File: src/hw/rtl/spp_pkg.sv
// Shared constants, types and fixed-point helpers for the solute phase partition block.
package spp_pkg;

    localparam int FRAC_BITS = 16;
    localparam int ONE       = 1 << FRAC_BITS;
    localparam int W_F       = 17;
    localparam int W_T       = 20;
    localparam int W_C       = 24;
    localparam int W_P       = 44;
    localparam int W_D       = 18;
    localparam int Q_BITS    = 17;
    localparam int W_IDX     = 2;

    localparam logic [W_F-1:0] ONE_F = W_F'(ONE);
    localparam logic [W_P-1:0] HALF_P = W_P'(1) << (FRAC_BITS - 1);

    localparam logic [W_IDX-1:0] REG_CE    = 2'd0;
    localparam logic [W_IDX-1:0] REG_SLOPE = 2'd1;
    localparam logic [W_IDX-1:0] REG_KAPPA = 2'd2;
    localparam logic [W_IDX-1:0] REG_EDGE  = 2'd3;

    typedef struct packed {
        logic signed [W_C-1:0] c0_alt;
        logic                  sel_div;
        logic signed [W_C-1:0] c1;
        logic signed [W_C-1:0] c2;
        logic [W_F-1:0]        p0;
        logic [W_F-1:0]        p1;
        logic [W_F-1:0]        p2;
    } t_side;

    // round to nearest, ties away from zero, drop FRAC_BITS
    function automatic logic signed [W_P-1:0] rnd_shift(input logic signed [W_P-1:0] p);
        logic [W_P-1:0] mag;
        logic [W_P-1:0] r;
        mag = p[W_P-1] ? W_P'(-p) : W_P'(p);
        r   = (mag + HALF_P) >> FRAC_BITS;
        return p[W_P-1] ? -$signed(r) : $signed(r);
    endfunction

    function automatic logic [W_F-1:0] sat_unit(input logic signed [W_P-1:0] v);
        if (v < 0) begin
            return '0;
        end else if (v > $signed(W_P'(ONE))) begin
            return ONE_F;
        end
        return v[W_F-1:0];
    endfunction

    function automatic logic [W_F-1:0] sat_frac(input logic [W_F-1:0] v);
        return (v > ONE_F) ? ONE_F : v;
    endfunction

endpackage

File: src/hw/rtl/spp_total.sv
// Back stages: saturated phase concentrations and the fraction-weighted total.
module spp_total (
    input  logic                           i_clk,
    input  logic                           i_rst_n,
    input  logic                           i_en,
    input  logic                           i_valid,
    input  logic signed [spp_pkg::W_C-1:0] i_c0,
    input  spp_pkg::t_side                 i_side,
    output logic                           o_valid,
    output logic [spp_pkg::W_F-1:0]        o_conc_liquid,
    output logic [spp_pkg::W_F-1:0]        o_conc_solid_a,
    output logic [spp_pkg::W_F-1:0]        o_conc_solid_b,
    output logic [spp_pkg::W_F-1:0]        o_total_conc_new
);
    import spp_pkg::*;

    logic                  r1_v;
    logic signed [W_P-1:0] r1_m0, r1_m1, r1_m2;
    logic [W_F-1:0]        r1_c0, r1_c1, r1_c2;
    logic                  r2_v;
    logic [W_F-1:0]        r2_c0, r2_c1, r2_c2, r2_sum;
    logic signed [W_P-1:0] n2_sum;

    always_ff @(posedge i_clk) begin
        if (!i_rst_n) begin
            r1_v <= 1'b0;
        end else if (i_en) begin
            r1_v <= i_valid;
        end
        if (i_en) begin
            r1_m0 <= i_c0 * $signed({1'b0, i_side.p0});
            r1_m1 <= i_side.c1 * $signed({1'b0, i_side.p1});
            r1_m2 <= i_side.c2 * $signed({1'b0, i_side.p2});
            r1_c0 <= sat_unit(W_P'(i_c0));
            r1_c1 <= sat_unit(W_P'(i_side.c1));
            r1_c2 <= sat_unit(W_P'(i_side.c2));
        end
    end

    assign n2_sum = r1_m0 + r1_m1 + r1_m2;

    always_ff @(posedge i_clk) begin
        if (!i_rst_n) begin
            r2_v <= 1'b0;
        end else if (i_en) begin
            r2_v <= r1_v;
        end
        if (i_en) begin
            r2_c0  <= r1_c0;
            r2_c1  <= r1_c1;
            r2_c2  <= r1_c2;
            r2_sum <= sat_unit(rnd_shift(n2_sum));
        end
    end

    assign o_valid          = r2_v;
    assign o_conc_liquid    = r2_c0;
    assign o_conc_solid_a   = r2_c1;
    assign o_conc_solid_b   = r2_c2;
    assign o_total_conc_new = r2_sum;

endmodule

File: config.mk
export PLATFORM = sky130hd
export DESIGN_NAME = spp_total
export DESIGN_NICKNAME = d
export VERILOG_FILES = /design/src/hw/rtl/spp_pkg.sv /design/src/hw/rtl/spp_total.sv
export SDC_FILE = /design/constraint.sdc
export NUM_CORES = 2
export LEC_CHECK = 0
export BUFFER_PORTS_ARGS = -buffer_cell sky130_fd_sc_hd__clkbuf_2
export CAP_MARGIN = 0
export CORE_ASPECT_RATIO = 0.8
export CORE_UTILIZATION = 41
export DETAILED_ROUTE_END_ITERATION = 10
export SLEW_MARGIN = 20
export SYNTH_ARGS = -nofsm -noshare
export SYNTH_HDL_FRONTEND = slang
export SYNTH_SLANG_ARGS = --single-unit
export TNS_END_PERCENT = 10
File: constraint.sdc
create_clock -name i_clk -period 16.3 [get_ports i_clk]
set_input_delay 3.26 -clock i_clk [delete_from_list [all_inputs] [get_ports i_clk]]
set_output_delay 3.26 -clock i_clk [all_outputs]
set_load 0.005 [all_outputs]
; ---- Word-level counts from Yosys, hierarchy flattened
; Cells that the tools add are included.
[classes]
addsub = 5
n_mul = 3
magnitude_cmp = 8
n_mux = 26
[ops]
columns = op, count
row1 = $mux W17, 12
row2 = $mul A24 B18 Y42, 3
row3 = $add A44 B44 Y44, 2
row4 = $mux W44, 2
row5 = $gt A24 B18 Y1 const B, 3
row6 = $lt A24 B1 Y1 const B, 3
row7 = $add A44 B16 Y44 const B, 1
row8 = $gt A44 B18 Y1 const B, 1
row9 = $lt A44 B1 Y1 const B, 1
row10 = $neg A28 Y44, 1
row11 = $neg A44 Y44, 1
row12 = $mux W1, 12
[word_totals]
register_bits = 253
inputBits = 152
output_inout_bits = 69
word_cells = 54

; ---- Longest topological paths before layout
[logic_depth]
ltp_word = 12
depth_mapped = 35
depth_no_buf = 32

; ---- Least setup slack after synthesis
; OpenSTA, ideal clock, no wires.
[synth_path]
path_kind = in2reg
start = in i_side[83] (netlist name)
end = reg r1_m1[42], data pin
setup_ns = 0.260
arrival_time_ns = 9.746
setup_slack_ns = 6.295
cell_stages = 32
cell_sequence = clkbuf_1 -> clkbuf_1 -> nand2_1 -> fa_1 -> inv_1 -> fa_1 -> inv_1 -> fa_1 -> inv_1 -> ha_1 -> inv_1 -> fa_1 -> inv_1 -> ha_1 -> o21ai_0 -> a21boi_0 -> o21ai_0 -> a21boi_0 -> o21ai_0 -> nand2b_1 -> a21oi_1 -> o21bai_1 -> a221oi_1 -> o2111ai_1 -> o311ai_0 -> nand4_1 -> a311o_1 -> a221o_1 -> nand4_1 -> nand4b_1 -> a21oi_1 -> xnor2_1
[synth_via]
elab_chain_len = 1
[synth_lines]
columns = item, line_no
row1 = from (decl), spp_total.sv:8  ; input spp_pkg::t_side i_side,
row2 = $mul A24 B18 Y42, spp_total.sv:32  ; r1_m1 <= i_side.c1 * $signed({1'b0, i_side.p1});
row3 = to (signal assigned), spp_total.sv:32
row4 = to (decl), spp_total.sv:18  ; logic signed [W_P-1:0] r1_m0, r1_m1, r1_m2;
; No other way between the ends.
; A chain may end at the register's enable or synchronous reset.

; ---- Final worst setup path
[layout_path]
start = in i_side[0] (netlist name)
end = reg r1_m2[42], data pin
[layout_via]
elab_chain_len = 1
[layout_lines]
columns = item, line_no
row1 = $mul A24 B18 Y42, spp_total.sv:33  ; r1_m2 <= i_side.c2 * $signed({1'b0, i_side.p2});
row2 = to (signal assigned), spp_total.sv:33
row3 = to (decl), spp_total.sv:18
; No other way between the ends.

==> flow_summary.json <==
{
  "tns_ns": 0,
  "ys_warn_count": 0,
  "cts_buffer_depth": 3,
  "synth-edff-count": 245,
  "synthFlopType": "edfxtp_1",
  "synth_nets": 7886,
  "slew_headroom_pct": 28.7,
  "avgRoutedWirePerCell_um": 18.3,
  "tightest_slew_ns": 1.07,
  "cpMostUsedCell": "inv_1",
  "synth_cells": 6138,
  "die_area_mm2": 0.143,
  "cts_tree": "done",
  "layout.nets": 7846,
  "dp_hpwl_um": 117000,
  "grt_max_degree": 119,
  "first_pass_iters": 6,
  "synth.distinct_cells": 105,
  "clk_latency_ns": 0.60,
  "cpPeakStageDelay_ns": 0.56,
  "drt_iter0_markers": 2967,
  "period_share_pct": 66.7,
  "synthArstFlopShare_pct": 0,
  "yosys_register_bits": 247,
  "arrival_ns": 11.26,
  "ant_nets": 0,
  "post-place-ws_ns": 4.97,
  "wirelength_um": 146000,
  "min_path_type": "reg -> reg",
  "drc": 0,
  "via_count": 41200,
  "setup_viol": 0,
  "end_kind": "flop",
  "worst_slack_ns": 5.43,
  "worst_ep_required_time_ns": 16.69,
  "die_h_um": 338,
  "row_count": 122,
  "drive_above_1_share_pct": 5.45,
  "place_congestion": 0.889,
  "syn_area_mm2": 0.0579,
  "grt_first_pass_wirelength_um": 239000,
  "drv_slew": 0,
  "fin_skew_ns": 0.0278,
  "numPortBuffers": 195,
  "cts_buffers": 34,
  "grt_pass1_vias": 42600,
  "htreeDepth": 2,
  "syn_avg_cell_area_um2": 9.44,
  "status": "finished, final reports clean",
  "post_cts.repair.setup_buffers": 0,
  "critPathMaxFanout": 24,
  "min_period_ns": 10.87,
  "worstSetupPathType": "in -> reg",
  "r2r_cells": 28,
  "cts-root-buf": "clkbuf_16",
  "rsz0062_at_grt": "false",
  "cpMaxStageDelayCell": "fa_1",
  "overflow": 0,
  "via_per_inst": 5.16,
  "hold_viol": 0,
  "clk_pin_slew_worst_paths_ns": 0.07,
  "core_mm2": 0.139,
  "worstSetupStartpointType": "primary input",
  "initial_core_util_pct": 41.6,
  "die_w_um": 422,
  "maxCapViolCount": 0,
  "syn2layout_area_growth_pct": 5.97,
  "clock-sinks": 247,
  "io_pins": 221,
  "antenna_found_initial": 12,
  "cts_hold_buf": 0,
  "track_usage_pct": 21.1,
  "timing.fmax_mhz": 92.0,
  "ctsResizeCount": 0,
  "layout_common_cells": "inv_1 (1360), fa_1 (1246), nand2_1 (877)",
  "min_path_cells": 0,
  "seq_area_frac_synth_pct": 12.8,
  "utilization_pct": 44.1,
  "n_fill_cell": 13500,
  "layout_commonest_cell": "inv_1"
}
per-stage QoR:
stage,hold slack (ns),instance area [um^2],cells
3_5_place_dp,0.405,60300,7922
4_1_cts,0.418,61400,7984
3_3_place_gp,0.400,60300,7922
2_1_floorplan,0.400,57900,6138
5_1_grt,0.420,61400,7986
6_report,0.417,61400,7988
final cells by class:
class,instances,area [um^2],share of cell area [%]
multi-input cells,4247,44400,72.3
flip-flops and latches,247,7400,12.0
inverters,1360,5100,8.31
well taps,1860,2330,3.79
repair buffers,208,1080,1.76
clock buffers,41,898,1.46
clock inverters,21,213,0.346
diodes,4,10.0,0.0163
kinds of logic after synthesis:
family          count (synthesis)  synth area share (%)
compound gates                531                  6.32
mux                            13                 0.238
simple gates                 1916                  16.5
fa+ha+maj                    1596                  50.6
buf+inv                      1644                  10.7
flops                         247                  12.8
xor+xnor                      191                  2.91
Yosys cell counts (all sizes together), types with 31 or more instances:
library cell,number,area share (%)
nor2,140,0.91
nand2,877,5.7
xor2,51,0.77
a21o,44,0.57
fa,1246,43
a31oi,31,0.37
inv,1360,8.8
nor3,77,0.77
and2,549,5.9
o21ai,102,0.89
ha,350,7.6
a21oi,127,1.1
nand3,59,0.51
xnor2,139,2.1
clkbuf,266,1.7
nand4,32,0.37
edfxtp,245,13
path summary, 6_finish.rpt:
kind | startpoint | endpoint | slack (ns)
setup / recovery | i_side[0] | r1_m2[42] | 5.43
hold / removal | r1_c1[1] | o_conc_solid_a[1] | 0.42
setup reg to reg | r1_m1[1] | o_total_conc_new[11] | 7.26
hold reg to reg | r1_c1[1] | o_conc_solid_a[1] | 0.42
layer usage:
metal / part of all wire (%) / track usage, %
met3: 6.2 / 2.18
met4: 2.4 / 5.80
met1: 47 / 32.0
met2: 44 / 32.1
met5: 0.038 / 0
state kept, by name, indices dropped and copies added (netlist names):
name,flops
r1_c0,17
o_conc_liquid,17
r1_m1,42
r1_c1,17
r1_c2,17
r1_v,1
r1_m2,42
o_conc_solid_b,17
r1_m0,42
o_valid,1
o_conc_solid_a,17
o_total_conc_new,17
critical path, delay by kind of cell:
| family | cells | cell delay [ns] |
|---|---|---|
| adder cells (fa/ha/maj) | 6 | 2.60 |
| AND/OR/NAND/NOR | 1 | 0.17 |
| XOR/XNOR | 1 | 0.22 |
| buffers and inverters | 6 | 0.72 |
| AO/OA/AOI/OAI | 17 | 4.26 |
Power is left out: the tool's default activity adds up to more than one toggle a clock period on the data nets, which glitch-free logic cannot reach.
