[src/hw/rtl/spp_pkg.sv]
// Shared constants, types and fixed-point helpers for the solute phase partition block.
package spp_pkg;

    localparam int FRAC_BITS = 16;
    localparam int ONE       = 1 << FRAC_BITS;
    localparam int W_F       = 17;
    localparam int W_T       = 20;
    localparam int W_C       = 24;
    localparam int W_P       = 44;
    localparam int W_D       = 18;
    localparam int Q_BITS    = 17;
    localparam int W_IDX     = 2;

    localparam logic [W_F-1:0] ONE_F = W_F'(ONE);
    localparam logic [W_P-1:0] HALF_P = W_P'(1) << (FRAC_BITS - 1);

    localparam logic [W_IDX-1:0] REG_CE    = 2'd0;
    localparam logic [W_IDX-1:0] REG_SLOPE = 2'd1;
    localparam logic [W_IDX-1:0] REG_KAPPA = 2'd2;
    localparam logic [W_IDX-1:0] REG_EDGE  = 2'd3;

    typedef struct packed {
        logic signed [W_C-1:0] c0_alt;
        logic                  sel_div;
        logic signed [W_C-1:0] c1;
        logic signed [W_C-1:0] c2;
        logic [W_F-1:0]        p0;
        logic [W_F-1:0]        p1;
        logic [W_F-1:0]        p2;
    } t_side;

    // round to nearest, ties away from zero, drop FRAC_BITS
    function automatic logic signed [W_P-1:0] rnd_shift(input logic signed [W_P-1:0] p);
        logic [W_P-1:0] mag;
        logic [W_P-1:0] r;
        mag = p[W_P-1] ? W_P'(-p) : W_P'(p);
        r   = (mag + HALF_P) >> FRAC_BITS;
        return p[W_P-1] ? -$signed(r) : $signed(r);
    endfunction

    function automatic logic [W_F-1:0] sat_unit(input logic signed [W_P-1:0] v);
        if (v < 0) begin
            return '0;
        end else if (v > $signed(W_P'(ONE))) begin
            return ONE_F;
        end
        return v[W_F-1:0];
    endfunction

    function automatic logic [W_F-1:0] sat_frac(input logic [W_F-1:0] v);
        return (v > ONE_F) ? ONE_F : v;
    endfunction

endpackage

[src/hw/rtl/spp_div.sv]
// Pipelined restoring divider for the interface liquid concentration, one quotient bit a stage.
module spp_div (
    input  logic                           i_clk,
    input  logic                           i_rst_n,
    input  logic                           i_en,
    input  logic                           i_valid,
    input  logic signed [spp_pkg::W_P-1:0] i_num,
    input  logic [spp_pkg::W_D-1:0]        i_den,
    input  spp_pkg::t_side                 i_side,
    output logic                           o_valid,
    output logic signed [spp_pkg::W_C-1:0] o_c0,
    output spp_pkg::t_side                 o_side
);
    import spp_pkg::*;

    logic                r_v    [0:Q_BITS];
    logic [W_P-1:0]      r_rem  [0:Q_BITS];
    logic [Q_BITS-1:0]   r_q    [0:Q_BITS];
    logic [W_D-1:0]      r_den  [0:Q_BITS];
    logic                r_neg  [0:Q_BITS];
    logic                r_ovf  [0:Q_BITS];
    t_side               r_side [0:Q_BITS];

    logic [W_P-1:0]        n0_rem;
    logic                  r_vo;
    logic signed [W_C-1:0] r_c0, n_c0;
    t_side                 r_side_o;

    assign n0_rem = W_P'(i_num) + W_P'(i_den >> 1);

    always_ff @(posedge i_clk) begin
        if (!i_rst_n) begin
            r_v[0] <= 1'b0;
        end else if (i_en) begin
            r_v[0] <= i_valid;
        end
        if (i_en) begin
            r_rem[0]  <= n0_rem;
            r_q[0]    <= '0;
            r_den[0]  <= i_den;
            r_neg[0]  <= i_num[W_P-1];
            r_ovf[0]  <= (n0_rem >= (W_P'(i_den) << Q_BITS));
            r_side[0] <= i_side;
        end
    end

    for (genvar k = 0; k < Q_BITS; k++) begin : g_stage
        localparam int BIT = Q_BITS - 1 - k;
        logic [W_P-1:0]    sub;
        logic              take;
        logic [Q_BITS-1:0] n_q;

        always_comb begin
            sub       = W_P'(r_den[k]) << BIT;
            take      = (r_rem[k] >= sub);
            n_q       = r_q[k];
            n_q[BIT]  = take;
        end

        always_ff @(posedge i_clk) begin
            if (!i_rst_n) begin
                r_v[k+1] <= 1'b0;
            end else if (i_en) begin
                r_v[k+1] <= r_v[k];
            end
            if (i_en) begin
                r_rem[k+1]  <= take ? (r_rem[k] - sub) : r_rem[k];
                r_q[k+1]    <= n_q;
                r_den[k+1]  <= r_den[k];
                r_neg[k+1]  <= r_neg[k];
                r_ovf[k+1]  <= r_ovf[k];
                r_side[k+1] <= r_side[k];
            end
        end
    end

    always_comb begin
        if (!r_side[Q_BITS].sel_div) begin
            n_c0 = r_side[Q_BITS].c0_alt;
        end else if (r_neg[Q_BITS]) begin
            n_c0 = '0;
        end else if (r_ovf[Q_BITS] || r_q[Q_BITS] > ONE_F) begin
            n_c0 = W_C'(ONE);
        end else begin
            n_c0 = $signed({{(W_C-Q_BITS){1'b0}}, r_q[Q_BITS]});
        end
    end

    always_ff @(posedge i_clk) begin
        if (!i_rst_n) begin
            r_vo <= 1'b0;
        end else if (i_en) begin
            r_vo <= r_v[Q_BITS];
        end
        if (i_en) begin
            r_c0     <= n_c0;
            r_side_o <= r_side[Q_BITS];
        end
    end

    assign o_valid = r_vo;
    assign o_c0    = r_c0;
    assign o_side  = r_side_o;

endmodule

[config.mk]
export PLATFORM = sky130hd
export DESIGN_NAME = spp_div
export DESIGN_NICKNAME = d
export VERILOG_FILES = /design/src/hw/rtl/spp_pkg.sv /design/src/hw/rtl/spp_div.sv
export SDC_FILE = /design/constraint.sdc
export NUM_CORES = 2
export LEC_CHECK = 0
export BUFFER_PORTS_ARGS = -buffer_cell sky130_fd_sc_hd__buf_2
export CAP_MARGIN = 20
export CELL_PAD_IN_SITES_DETAIL_PLACEMENT = 0
export CELL_PAD_IN_SITES_GLOBAL_PLACEMENT = 1
export CORE_ASPECT_RATIO = 0.8
export CORE_MARGIN = 4
export CORE_UTILIZATION = 45
export CTS_BUF_LIST = sky130_fd_sc_hd__clkbuf_16
export DETAILED_ROUTE_END_ITERATION = 8
export PLACE_DENSITY = 0.73
export SLEW_MARGIN = 20
export SYNTH_ARGS = -nofsm -noshare
export SYNTH_HDL_FRONTEND = slang
export SYNTH_SLANG_ARGS = --single-unit
[constraint.sdc]
create_clock -name i_clk -period 6.6 [get_ports i_clk]
set_input_delay 0.33 -clock i_clk [delete_from_list [all_inputs] [get_ports i_clk]]
set_output_delay 0.33 -clock i_clk [all_outputs]
set_load 0.03 [all_outputs]
Word-level counts from Yosys, hierarchy flattened
Memory sizes are Yosys's and may differ from the RTL's. A register that Yosys moved wholly into a read port is not among the register bits.
Cells that the tools add are included.
- add/subtract/negate cells: 18
- order comparisons: 19
- mux-type cells: 43
- bitwise operators: 18
- reductions and logical operators: 2
- operators by type and width (kind ; count):
    2-to-1 mux 44 bit ; 17
    adder 44 x 17 -> 44 bit ; 1
    greater-or-equal comparator 44 x 18 -> 1 bit ; 1
    greater-or-equal comparator 44 x 19 -> 1 bit ; 1
    greater-or-equal comparator 44 x 20 -> 1 bit ; 1
    greater-or-equal comparator 44 x 21 -> 1 bit ; 1
    greater-or-equal comparator 44 x 22 -> 1 bit ; 1
    greater-or-equal comparator 44 x 23 -> 1 bit ; 1
    greater-or-equal comparator 44 x 24 -> 1 bit ; 1
    greater-or-equal comparator 44 x 25 -> 1 bit ; 1
    greater-or-equal comparator 44 x 26 -> 1 bit ; 1
    greater-or-equal comparator 44 x 27 -> 1 bit ; 1
    greater-or-equal comparator 44 x 28 -> 1 bit ; 1
    greater-or-equal comparator 44 x 29 -> 1 bit ; 1
    greater-or-equal comparator 44 x 30 -> 1 bit ; 1
    greater-or-equal comparator 44 x 31 -> 1 bit ; 1
    greater-or-equal comparator 44 x 32 -> 1 bit ; 1
    greater-or-equal comparator 44 x 33 -> 1 bit ; 1
    greater-or-equal comparator 44 x 34 -> 1 bit ; 1
    greater-or-equal comparator 44 x 35 -> 1 bit ; 1
    subtractor 44 x 18 -> 44 bit ; 1
    subtractor 44 x 19 -> 44 bit ; 1
    subtractor 44 x 20 -> 44 bit ; 1
    subtractor 44 x 21 -> 44 bit ; 1
    other kinds (20) ; 60
- register bits after elaboration: 148
- RAM bits: 3708
- input bits: 190
- output and inout port bits: 149
- logic and storage cells: 115
- memories kept: 7
- memories (name ; words ; width ; read ports ; clocked after memory_dff ; wr ports ; line ; RTL):
    r_side ; 18 ; 124 ; 18 ; 0 ; 18 ; spp_div.sv:22 ; t_side r_side [0:Q_BITS];
    r_rem ; 18 ; 44 ; 17 ; 0 ; 18 ; spp_div.sv:17 ; logic [W_P-1:0] r_rem [0:Q_BITS];
    r_den ; 18 ; 18 ; 17 ; 0 ; 18 ; spp_div.sv:19 ; logic [W_D-1:0] r_den [0:Q_BITS];
    r_q ; 18 ; 17 ; 18 ; 0 ; 18 ; spp_div.sv:18 ; logic [Q_BITS-1:0] r_q [0:Q_BITS];
    r_neg ; 18 ; 1 ; 18 ; 0 ; 18 ; spp_div.sv:20 ; logic r_neg [0:Q_BITS];
    r_ovf ; 18 ; 1 ; 18 ; 0 ; 18 ; spp_div.sv:21 ; logic r_ovf [0:Q_BITS];
    +1 memories ; n/a ; n/a ; n/a ; n/a ; n/a ; n/a ;

Longest topological paths before layout
An unclocked memory read counts as a cell.
- depth after elaboration: 6
- mapped depth: 20
- depth with buffers taken out: 20

Worst setup path after synthesis
OpenSTA, ideal clock, no wires.
- kind: input port to flip-flop
- start: input i_num[0] (netlist bit)
- end: memory r_ovf[0], data pin
- library setup time: 0.137 ns
- data arrival time: 4.508 ns
- required time: 6.463 ns
- path slack: 1.955 ns
- cell stages on the path: 19
- buffers on the path: 0
- path through: ha_1 fa_1 a211oi_1 o21ai_0 nand3_1 nand4_1 and2_0 and3_1 nand3_1 xnor2_1 ha_1 nand4_1 or4_1 nor4b_1 or4b_1 or4_1 nor4_1 a211oi_1 nand4_1
- RTL lines (element ; line ; RTL):
    start, declared ; spp_div.sv:7 ; input logic signed [spp_pkg::W_P-1:0] i_num,
    end, declared ; spp_div.sv:21 ;

==> metrics.md <==
| Metric | Value |
|---|---|
| Status | finished, final reports clean |
| Largest net degree at the start of global routing | 213 |
| Sink Count | 3642 |
| Vias/cell | 4.96 |
| Port bufs | 338 |
| Worst Path Buf+Inv | 3 |
| Post-synth top cells | edfxtp_1 (3640), inv_1 (431), nand2_1 (414), nor2_1 (362), ha_1 (341) |
| Max Cap Violations | 0 |
| P per Cell Area | approximately 370 mW/mm^2 |
| Syn Inst Count | 7804 |
| Post-synthesis adder-cell area fraction | 3.38% |
| Hold WC Path Type | in2reg |
| Final setup viols | 0 |
| Clock skew | roughly 76 ps |
| CP delay by family, top | simple AND/OR/NAND/NOR gates |
| Fmax | 164 MHz |
| Multi-input logic area | 0.0248 sq mm |
| Final min period | 6090 ps |
| Setup CP Type | in2reg |
| Die area | just over 0.3 sq mm |
| Crit-path max FO | 5 |
| Leak Pwr | 55.9 nW |
| Reg2Reg Launch Point | r_rem[11][20]$_DFFE_PP_ |
| Crit share post-route | 92.3% |
| Vias | 64100 |
| Register area share after synthesis | between 80% and 90% |
| Post-synth cell types | 100 |
| I/O pin count | 339 |
| Count leader, synth | edfxtp_1 |
| Die Ht | 500 um |
| Post-synth top area share | between 80 and 90% |
| CTS hold repair buffers | between 150 and 200 |
| Fillers | 23900 |
| Synthesized area per cell | 17.5 sq um |
| GRT Total Usage | 13.8% |
| Worst-case clock buffer depth | 4 |
| DRC viols | 0 |
| RSZ-0062 raised after global routing | no |
| Post-DP HPWL | 143000 um |
| Post-CTS setup buffers | 0 |
| Ys flop type | edfxtp_1 |
| Synth Area in Compound Gates | just under 5% |
| Startpoint types | primary input |
| FF/Latch Area | 0.109 sq mm |
| Wire per inst | 16.9 um |
| Yosys Warn Count | 0 |
| Main combinational cell family by area after synthesis | simple AND/OR/NAND/NOR gates |
| Hold Path Depth | 2 |
| GR Overflow Total | 0 |
| Hold path startpoint | i_side[20] |
| Synth area leader | edfxtp_1 |
| Final GP Congestion | 0.909 |
| Post-route setup TNS | 0 ps |
| Initial antenna violation count | 11 |
| Worst Hold Endpoint | r_side[0][20]$_DFFE_PP_ |
| Synth area leaders | edfxtp_1 (80%), ha_1 (3.1%), xnor2_1 (1.8%) |
| Hold Fails Final Rpt | 0 |
| Clock-pin slew on the worst setup and hold paths | 60 ps |
| Register-to-register setup slack | 2000 ps |
| R2r worst-path depth | 11 |
| Later-pin clock latency in the skew report | about 900 ps |
| Synth-to-layout area growth | 14.8% |
| Initial DRC Count | 4310 |
| R2R Path End | r_rem[12][41]$_DFFE_PP_ |
| Slew Viols, Final | 0 |
| Final Net Count | 9190 |
| Post-synth ARST share | 0% |
| Multiplexer share of the synthesized area | 0.433% |
| Core Area | 0.301 sq mm |
| Post-Syn Area | 0.136 sq mm |
| Root Driver | clkbuf_16 |
| VDD IR-drop max | 222 uV |
| Slew headroom | between 20% and 30% |
| Post-CTS Resized | 0 |
| CTS tree | yes |
| Total wire length | 218000 um |
| Mapped Nets | 8352 |
| Worst-Margin Slew | roughly 1100 ps |
| Layout cells sized above 1 | ~11% |
| CP Data Required Time | 7320 ps |
| Post-Synth Simple-Gate Area | 6.13% |
| Residual antenna-violating net count after detailed routing | 0 |
| #FFs+latches synth | 3642 |
| Vias in the first global route | 65200 |
| Critical path's largest stage delay | around 540 ps |
| 1st-pass router iterations | 6 |
| XOR/XNOR Fraction of Synth Area | 3.37% |
| Die width | 623 um |
| # H-tree levels | 5 |
| Number of enable flip-flop cells after synthesis | 3640 |
| Worst Path Arrival | 6810 ps |
| Num CTS Buffers | 354 |
| CP Cell Sequence | dlygate4sd3_1 > buf_2 > ha_1 > o21ai_0 > o21ai_0 > a21oi_1 > o211a_1 > or2_2 > nor2b_1 > nand3_1 > xnor2_1 > ha_1 > nand4_1 > or4_1 > nor4b_1 > or4b_1 > or4_1 > nor4_1 > a211oi_1 > nand4_1 > dlygate4sd3_1 |
| FP Rows | 180 |
| Worst setup EP type | flip-flop |
| Fin util | between 50% and 60% |
| Initial Util | 45.3% |
| Slowest cell on the critical path | or4_1 |
| First-pass GRT wire length | 349000 um |
-- worst register-to-register path, stage by stage (launching register included) --
cell      delay [ps]
edfxtp_1         430
ha_1             400
nand4_1          190
or4b_2           690
o31ai_1          450
or4_1            250
nor4_4            60
buf_4            250
nor3_1           840
and3b_1          480
nand3_1          140
xnor2_1          150
-- kinds of logic (layout without fill, tap and decap cells) --
group           Yosys count  after routing
fa+ha+maj               358            358
flops                  3642           3642
mux                      53             53
compound gates         1053           1053
buf+inv                 539           1656
xor+xnor                524            524
simple gates           1635           1635
other cells               0              6
-- power breakdown --
group,switching [mW],internal (mW)
Combinational,4.81,3.45
Sequential,1.12,28.4
Clock,8.23,11.1
-- stage by stage --
stage	area (sq um)	worst slack, ps	hold WS (ps)	std cells	power [mW]
6_report	156000	510	112	12900	57.1
2_1_floorplan	136000	1960	400	7804	35.5
3_5_place_dp	143000	580	405	12100	38.1
5_1_grt	156000	72.5	52.5	12900	60.0
4_1_cts	156000	407	25.7	12900	57.8
3_3_place_gp	143000	552	400	12100	37.8
-- routing by layer --
| layer | track usage [%] | routed length [um] |
|---|---|---|
| met2 | 23.2 | 105000 |
| met1 | 17.9 | 96000 |
| met3 | 2.10 | 8190 |
| met4 | 5.80 | 8930 |
| met5 | 0 | 13 |
-- how the worst max path moves through the flow --
stage               startpoint            endpoint  slack, ps  cells past startpoint
CTS                   i_den[3]  r_ovf[0]$_DFFE_PP_        410                     21
detailed placement    i_den[3]  r_ovf[0]$_DFFE_PP_        580                     19
floorplan             i_num[0]  r_ovf[0]$_DFFE_PP_       1960                     19
global placement      i_den[3]  r_ovf[0]$_DFFE_PP_        550                     19
finish                i_den[3]  r_ovf[0]$_DFFE_PP_        510                     21
global route          i_den[3]  r_ovf[0]$_DFFE_PP_         70                     21
-- placed cells by master, fill, tap and decap left out, types with 16 or more instances in the layout --
| cell type | netlist | routed |
|---|---|---|
| nand3_1 | 97 | 97 |
| or2_2 | 32 | 32 |
| nor2_1 | 362 | 362 |
| edfxtp_1 | 3640 | 3640 |
| nand3b_1 | 26 | 26 |
| clkinv_1 | 1 | 69 |
| buf_12 | 0 | 20 |
| ha_1 | 341 | 341 |
| a21o_1 | 107 | 107 |
| o21a_1 | 65 | 65 |
| o21bai_1 | 22 | 22 |
| a31oi_1 | 23 | 23 |
| nor2b_1 | 70 | 70 |
| nand2b_1 | 79 | 79 |
| nand4_1 | 85 | 85 |
| mux2_2 | 46 | 46 |
| clkinv_2 | 0 | 57 |
| xnor2_1 | 284 | 284 |
| nor4_1 | 104 | 104 |
| a211o_1 | 18 | 18 |
| nand2_1 | 414 | 414 |
| o31ai_1 | 36 | 36 |
| or3_1 | 47 | 47 |
| xor2_1 | 240 | 240 |
| dlygate4sd3_1 | 0 | 187 |
| fa_1 | 17 | 17 |
| clkinvlp_4 | 0 | 16 |
| or4_1 | 45 | 45 |
| and3_1 | 48 | 48 |
| a21oi_1 | 307 | 306 |
| nor3_1 | 133 | 133 |
| bufinv_16 | 0 | 31 |
| inv_1 | 431 | 502 |
| buf_4 | 3 | 39 |
| o21ai_0 | 290 | 290 |
| a211oi_1 | 42 | 41 |
| and2_1 | 18 | 17 |
| buf_2 | 15 | 337 |
| clkbuf_16 | 0 | 357 |
-- state kept, by name, summed over array words and instances (netlist names) --
signal and flops:
r_side 2232, r_rem 748, r_den 306, r_q 153
o_side 124, o_c0 24, r_neg 18, r_ovf 18
r_v 18, o_valid 1
-- final cells by class --
type                    count  share of cell area [%]
inverters                 437                    1.05
well taps                4004                    3.20
clock inverters           278                    1.50
flip-flops and latches   3642                    69.9
repair buffers            584                    2.73
multi-input cells        3623                    15.8
diodes                      6                 0.00960
clock buffers             357                    5.71
Note: power is estimated with default switching activity, not from simulation.
